**config.mk**
```make
export PLATFORM = sky130hd
export DESIGN_NAME = sawbc_ctrl
export DESIGN_NICKNAME = d
export VERILOG_FILES = /design/src/sv/sawbc_pkg.sv /design/src/sv/sawbc_ctrl.sv
export SDC_FILE = /design/constraint.sdc
export NUM_CORES = 1
export LEC_CHECK = 0
export ABC_AREA = 1
export CORE_AREA = 10 10 47 49
export CTS_BUF_LIST = sky130_fd_sc_hd__clkbuf_4 sky130_fd_sc_hd__clkbuf_8
export CTS_CLUSTER_SIZE = 24
export DETAILED_ROUTE_END_ITERATION = 10
export DIE_AREA = 0 0 57 59
export DONT_BUFFER_PORTS = 1
export PLACE_DENSITY = 0.56
export SLEW_MARGIN = 20
export SYNTH_ARGS = -nofsm -noshare
export SYNTH_HDL_FRONTEND = slang
export SYNTH_SLANG_ARGS = --single-unit
```
**constraint.sdc**
```tcl
create_clock -name i_clk -period 2.35 [get_ports i_clk]
set_input_delay 0 -clock i_clk [delete_from_list [all_inputs] [get_ports i_clk]]
set_output_delay 0 -clock i_clk [all_outputs]
set_load 0.1 [all_outputs]
```
**src/sv/sawbc_pkg.sv**
```systemverilog
// ----------------------------------------------------------------------------
// sawbc_pkg
// Shared constants and controller/datapath types for the write-back cache.
// ----------------------------------------------------------------------------
package sawbc_pkg;

    localparam int SETS      = 10;
    localparam int WAYS      = 6;
    localparam int ADDR_BITS = 16;
    localparam int AGE_BITS  = 16;

    typedef enum logic [7:0] {
        S_CLR    = 8'b0000_0001,
        S_IDLE   = 8'b0000_0010,
        S_MUL    = 8'b0000_0100,
        S_MOD    = 8'b0000_1000,
        S_SET    = 8'b0001_0000,
        S_READ   = 8'b0010_0000,
        S_LOOK   = 8'b0100_0000,
        S_COMMIT = 8'b1000_0000
    } t_state;

    typedef struct packed {
        logic load;
        logic mul;
        logic modr;
        logic set;
        logic read;
        logic look;
        logic commit;
        logic clr;
    } t_cmd;

    typedef struct packed {
        logic clr_last;
        logic out_busy;
        logic is_write;
    } t_sts;

endpackage

```
**src/sv/sawbc_ctrl.sv**
```systemverilog
// ----------------------------------------------------------------------------
// sawbc_ctrl
// Sequencer: backing store clear after reset, then one access at a time.
// ----------------------------------------------------------------------------
module sawbc_ctrl (
    input  logic            i_clk,
    input  logic            i_rst_n,
    input  logic            i_s_tvalid,
    input  sawbc_pkg::t_sts i_sts,
    output logic            o_s_tready,
    output sawbc_pkg::t_cmd o_cmd
);

    sawbc_pkg::t_state r_state, n_state;

    always_ff @(posedge i_clk) begin
        if (!i_rst_n) begin
            r_state <= sawbc_pkg::S_CLR;
        end else begin
            r_state <= n_state;
        end
    end

    assign o_s_tready = (r_state == sawbc_pkg::S_IDLE);

    always_comb begin
        n_state = r_state;
        o_cmd   = '0;
        case (r_state)
            sawbc_pkg::S_CLR: begin
                o_cmd.clr = 1'b1;
                if (i_sts.clr_last) n_state = sawbc_pkg::S_IDLE;
            end
            sawbc_pkg::S_IDLE: begin
                if (i_s_tvalid) begin
                    o_cmd.load = 1'b1;
                    n_state    = sawbc_pkg::S_MUL;
                end
            end
            sawbc_pkg::S_MUL: begin
                o_cmd.mul = 1'b1;
                n_state   = sawbc_pkg::S_MOD;
            end
            sawbc_pkg::S_MOD: begin
                o_cmd.modr = 1'b1;
                n_state    = sawbc_pkg::S_SET;
            end
            sawbc_pkg::S_SET: begin
                o_cmd.set = 1'b1;
                n_state   = sawbc_pkg::S_READ;
            end
            sawbc_pkg::S_READ: begin
                o_cmd.read = 1'b1;
                n_state    = sawbc_pkg::S_LOOK;
            end
            sawbc_pkg::S_LOOK: begin
                o_cmd.look = 1'b1;
                n_state    = sawbc_pkg::S_COMMIT;
            end
            sawbc_pkg::S_COMMIT: begin
                if (i_sts.is_write || !i_sts.out_busy) begin
                    o_cmd.commit = 1'b1;
                    n_state      = sawbc_pkg::S_IDLE;
                end
            end
            default: begin
                n_state = sawbc_pkg::S_CLR;
            end
        endcase
    end

endmodule

```
==> results by stage <==
Die:
- 15 I/O pins were placed.
- The total number of placement rows is 14.
- The area of the core region is 0.00140 mm^2.
- The floorplan step defined a die boundary enclosing 0.00336 mm^2.
- The die is 57 um wide.
- The die boundary height is 59 um.
- Once the floorplan was initialized, standard cells occupied 38.4% of the core.

Clock tree:
- The number of buffers inserted during clock tree synthesis is 3.
- After clock tree synthesis, the flow added hold-fix buffers numbering 3.
- The buffer type at the clock tree root is clkbuf_4.
- Post-CTS timing repair inserted 0 buffers for setup.
- Clock tree synthesis found a total of 8 sinks.
- The TritonCTS clock tree is done.
- Once the clock tree was built, the resizer swapped 0 gates to a different size.
- The clock-pin slew reported for the worst setup and hold paths after clock tree synthesis is 0.06 ns.
- In this run the deepest clock path goes through 2 buffers.
- The clock latency on the worst-skew pair is 0.25 ns.
- CTS built an H-tree with a depth of 1.

Setup path:
- The maximum fanout encountered on the critical timing path is 5.
- The reg-to-reg setup timing slack is 1.20 ns.
- The end of the worst register-to-register path is r_state[0]$_SDFFE_PN1P_.
- The number of cells on the worst reg-to-reg path is 8.
- The type of the worst setup path is reg -> out.
- The type of element capturing the critical path is an output pin.
- The worst register-to-register path begins at r_state[0]$_SDFFE_PN1P_.
- The worst path required time is 2.35 ns.
- For the worst setup path, the data arrival time is 1.62 ns.
- The startpoint kind of the worst setup timing path is a flop.

Drt:
- For this run, the detailed router's first-pass iteration total came to 3.
- Across all layers, the routed design uses 490 vias.
- After the first detailed-routing iteration, the DRC count stood at 2.
- The overall routed net length is 1200 um.
- The wire length per cell is 11.0 um.
- The detail route stage leaves a number of antenna-violating nets equal to 0.
- The via count normalized by instance count is 4.50.
- After detailed routing, the number of remaining DRC violations is 0.

Outcome:
- The run finished with clean final reports.

Flow run:
- Max-cap violations in this run came to 0.

Logic synthesis:
- The share of synthesized area in the top cell type comes to 29.8%.
- The net count of the mapped netlist is 87.
- By area the synthesized netlist is led by dfxtp_1, nor2_1, inv_1, nand3_2, nand2_1.
- The post-synthesis instance area is 538 um^2.
- The synthesized design spends more area on one cell type than any other, namely dfxtp_1.
- The cell count after synthesis is 81.
- For this run, the register share of the synthesized area comes to 29.8%.
- During synthesis, Yosys emitted a total of 0 warnings.
- The flip-flop and latch count after synthesis is 8.
- The mean post-synth cell area is 6.64 um^2.
- The distinct cell type count of the synthesized netlist is 17.

Hold path:
- Counting instances, the worst hold path has a depth of 3.
- For hold timing, the worst endpoint is r_state[1]$_SDFFE_PN0P_.
- The startpoint of the tightest hold check path is i_s_tvalid.
- The worst hold path class is in -> reg.

STA:
- The final-report hold violation count is 0.
- The final period utilization is 69.0%.
- The worst pin sits at a relative slew slack of 44.8%.
- At the pin with the least slew margin, the transition time is 0.828 ns.
- The max-slew violation total from the final report was 0.
- Setup violations remaining at the end of the flow were counted as 0.
- The final sum of negative setup slack is 0 ns.
- The achievable clock frequency is 616 MHz.
- Setup repair after global routing left no endpoint under its margin.
- The maximum clock skew at final layout is 0.000382 ns.
- The smallest clock period supported by the final layout is computed as 1.62 ns.
- Setup slack closes at 0.728 ns.

GRT:
- The global routing usage summed across all routing layers is 7.92%.
- Entering global routing, the biggest net connects 8 pins.
- The number of antenna violations at the first check in global routing was 0.
- The first global-routing pass estimated 2080 um of wire.
- The via count of the first global-routing pass was 493.
- The overflow left after global routing is 0.

Final layout:
- Counting flops per register, the top entry is r_state.
- The final layout contains 101 nets.
- Relative to the synthesized area, the layout overhead comes to 22.8%.
- The flip-flop count of the largest register, all copies and words added is 8.
- In the final layout, the share of cells above drive strength 1 is 35.5%.
- The number of antenna cells inserted is 0.
- The largest registers in the layout are r_state: 8 flops.
- The count of filler cells inserted in the layout is 155.

Power:
- Power spread over the standard cell area amounts to 671 mW/mm^2.
- IR analysis of the VDD net gives a maximum drop of 0.424 mV.
- The static leakage is 0.378 nW.

Placement:
- Timing analysis after detailed placement gives a worst setup slack of 0.988 ns.
- The number of buffer cells added on primary ports is 0.
- The half-perimeter wire length of the detailed placement result is 987 um.
- The global placement routability congestion is 0.776.
Yosys cell counts, drive strengths merged:
| library cell | instances |
|---|---|
| a21oi | 3 |
| buf | 1 |
| inv | 20 |
| dfxtp | 8 |
| nand2 | 15 |
| nand4 | 1 |
| nand3 | 9 |
| nor2 | 21 |
| nor3 | 3 |
final cells by class:
type                            instances  area (um^2)  area share [%]
Clock buffer                            3         22.5            3.41
Inverter                               20         75.1            11.4
Multi-Input combinational cell         52          300            45.5
Sequential cell                         8          160            24.2
Tap cell                               16         20.0            3.03
Timing Repair Buffer                   10         82.6            12.5
logic make-up (layout without fill, tap and decap cells):
kind of cell / count (synthesis) / after routing / synth area share (%)
AO/OA/AOI/OAI: 3 / 3 / 2.79
buffers and inverters: 21 / 33 / 15.3
flip-flops: 8 / 8 / 29.8
AND/OR/NAND/NOR: 49 / 49 / 52.1
cells in the final DEF (no fill, tap or decap):
| cell type | n |
|---|---|
| nor3_2 | 1 |
| dlygate4sd3_1 | 3 |
| nand3_2 | 5 |
| nand2_2 | 4 |
| nor2_2 | 5 |
| buf_4 | 7 |
| inv_1 | 15 |
| nand4_1 | 1 |
| nor2_1 | 14 |
| nor2_8 | 1 |
| nor2_4 | 1 |
| nand3_1 | 4 |
| inv_2 | 5 |
| clkbuf_4 | 3 |
| nand2_4 | 1 |
| dfxtp_1 | 8 |
| a21oi_1 | 3 |
| nor3_1 | 2 |
| nand2_1 | 10 |
how the worst max path moves through the flow:
stage,endpoint,cells after the start,slack [ns],startpoint
after floorplan,o_cmd[1],5,0.36,r_state[0]$_SDFFE_PN1P_
after global placement,o_cmd[5],5,1.01,r_state[6]$_SDFFE_PN0P_
after detailed placement,o_cmd[5],5,0.99,r_state[6]$_SDFFE_PN0P_
after CTS,o_cmd[5],5,0.71,r_state[6]$_SDFFE_PN0P_
after global routing,o_cmd[5],5,0.62,r_state[7]$_SDFFE_PN0P_
final,o_cmd[5],5,0.73,r_state[6]$_SDFFE_PN0P_
where the power goes:
group | internal (W) | switching [W] | total [W]
sequential | 0.000144 | 0.00000697 | 0.000151
combinational | 0.0000480 | 0.000135 | 0.000183
clock | 0.0000587 | 0.0000500 | 0.000109
total | 0.000251 | 0.000192 | 0.000443
critical path, stage by stage (launching register included):
cell and delay [ns]:
dfxtp_1 0.32, inv_2 0.07, nand2_2 0.06, nor2_4 0.15, nand3_1 0.13, inv_1 0.63
per-stage QoR:
step                power, W  cell area [um^2]  util [%]  cells  hold slack (ns)
floorplan           0.000303               538         -     81            0.160
global route        0.000469               661      47.1    109           0.0428
CTS                 0.000446               661      47.1    109           0.0137
detailed placement  0.000334               608      43.4    103            0.168
finish              0.000443               661      47.1    109           0.0132
global placement    0.000333               608      43.4    103            0.172
per-layer routing:
layer	global-route usage [%]	share of wire, %	up-vias
li1	-	-	267
met1	8.59	51	202
met2	11.6	39	16
met3	3.22	6.1	5
met4	7.05	3.5	0
met5	0	0	-
(Power assumes the default switching activity.)
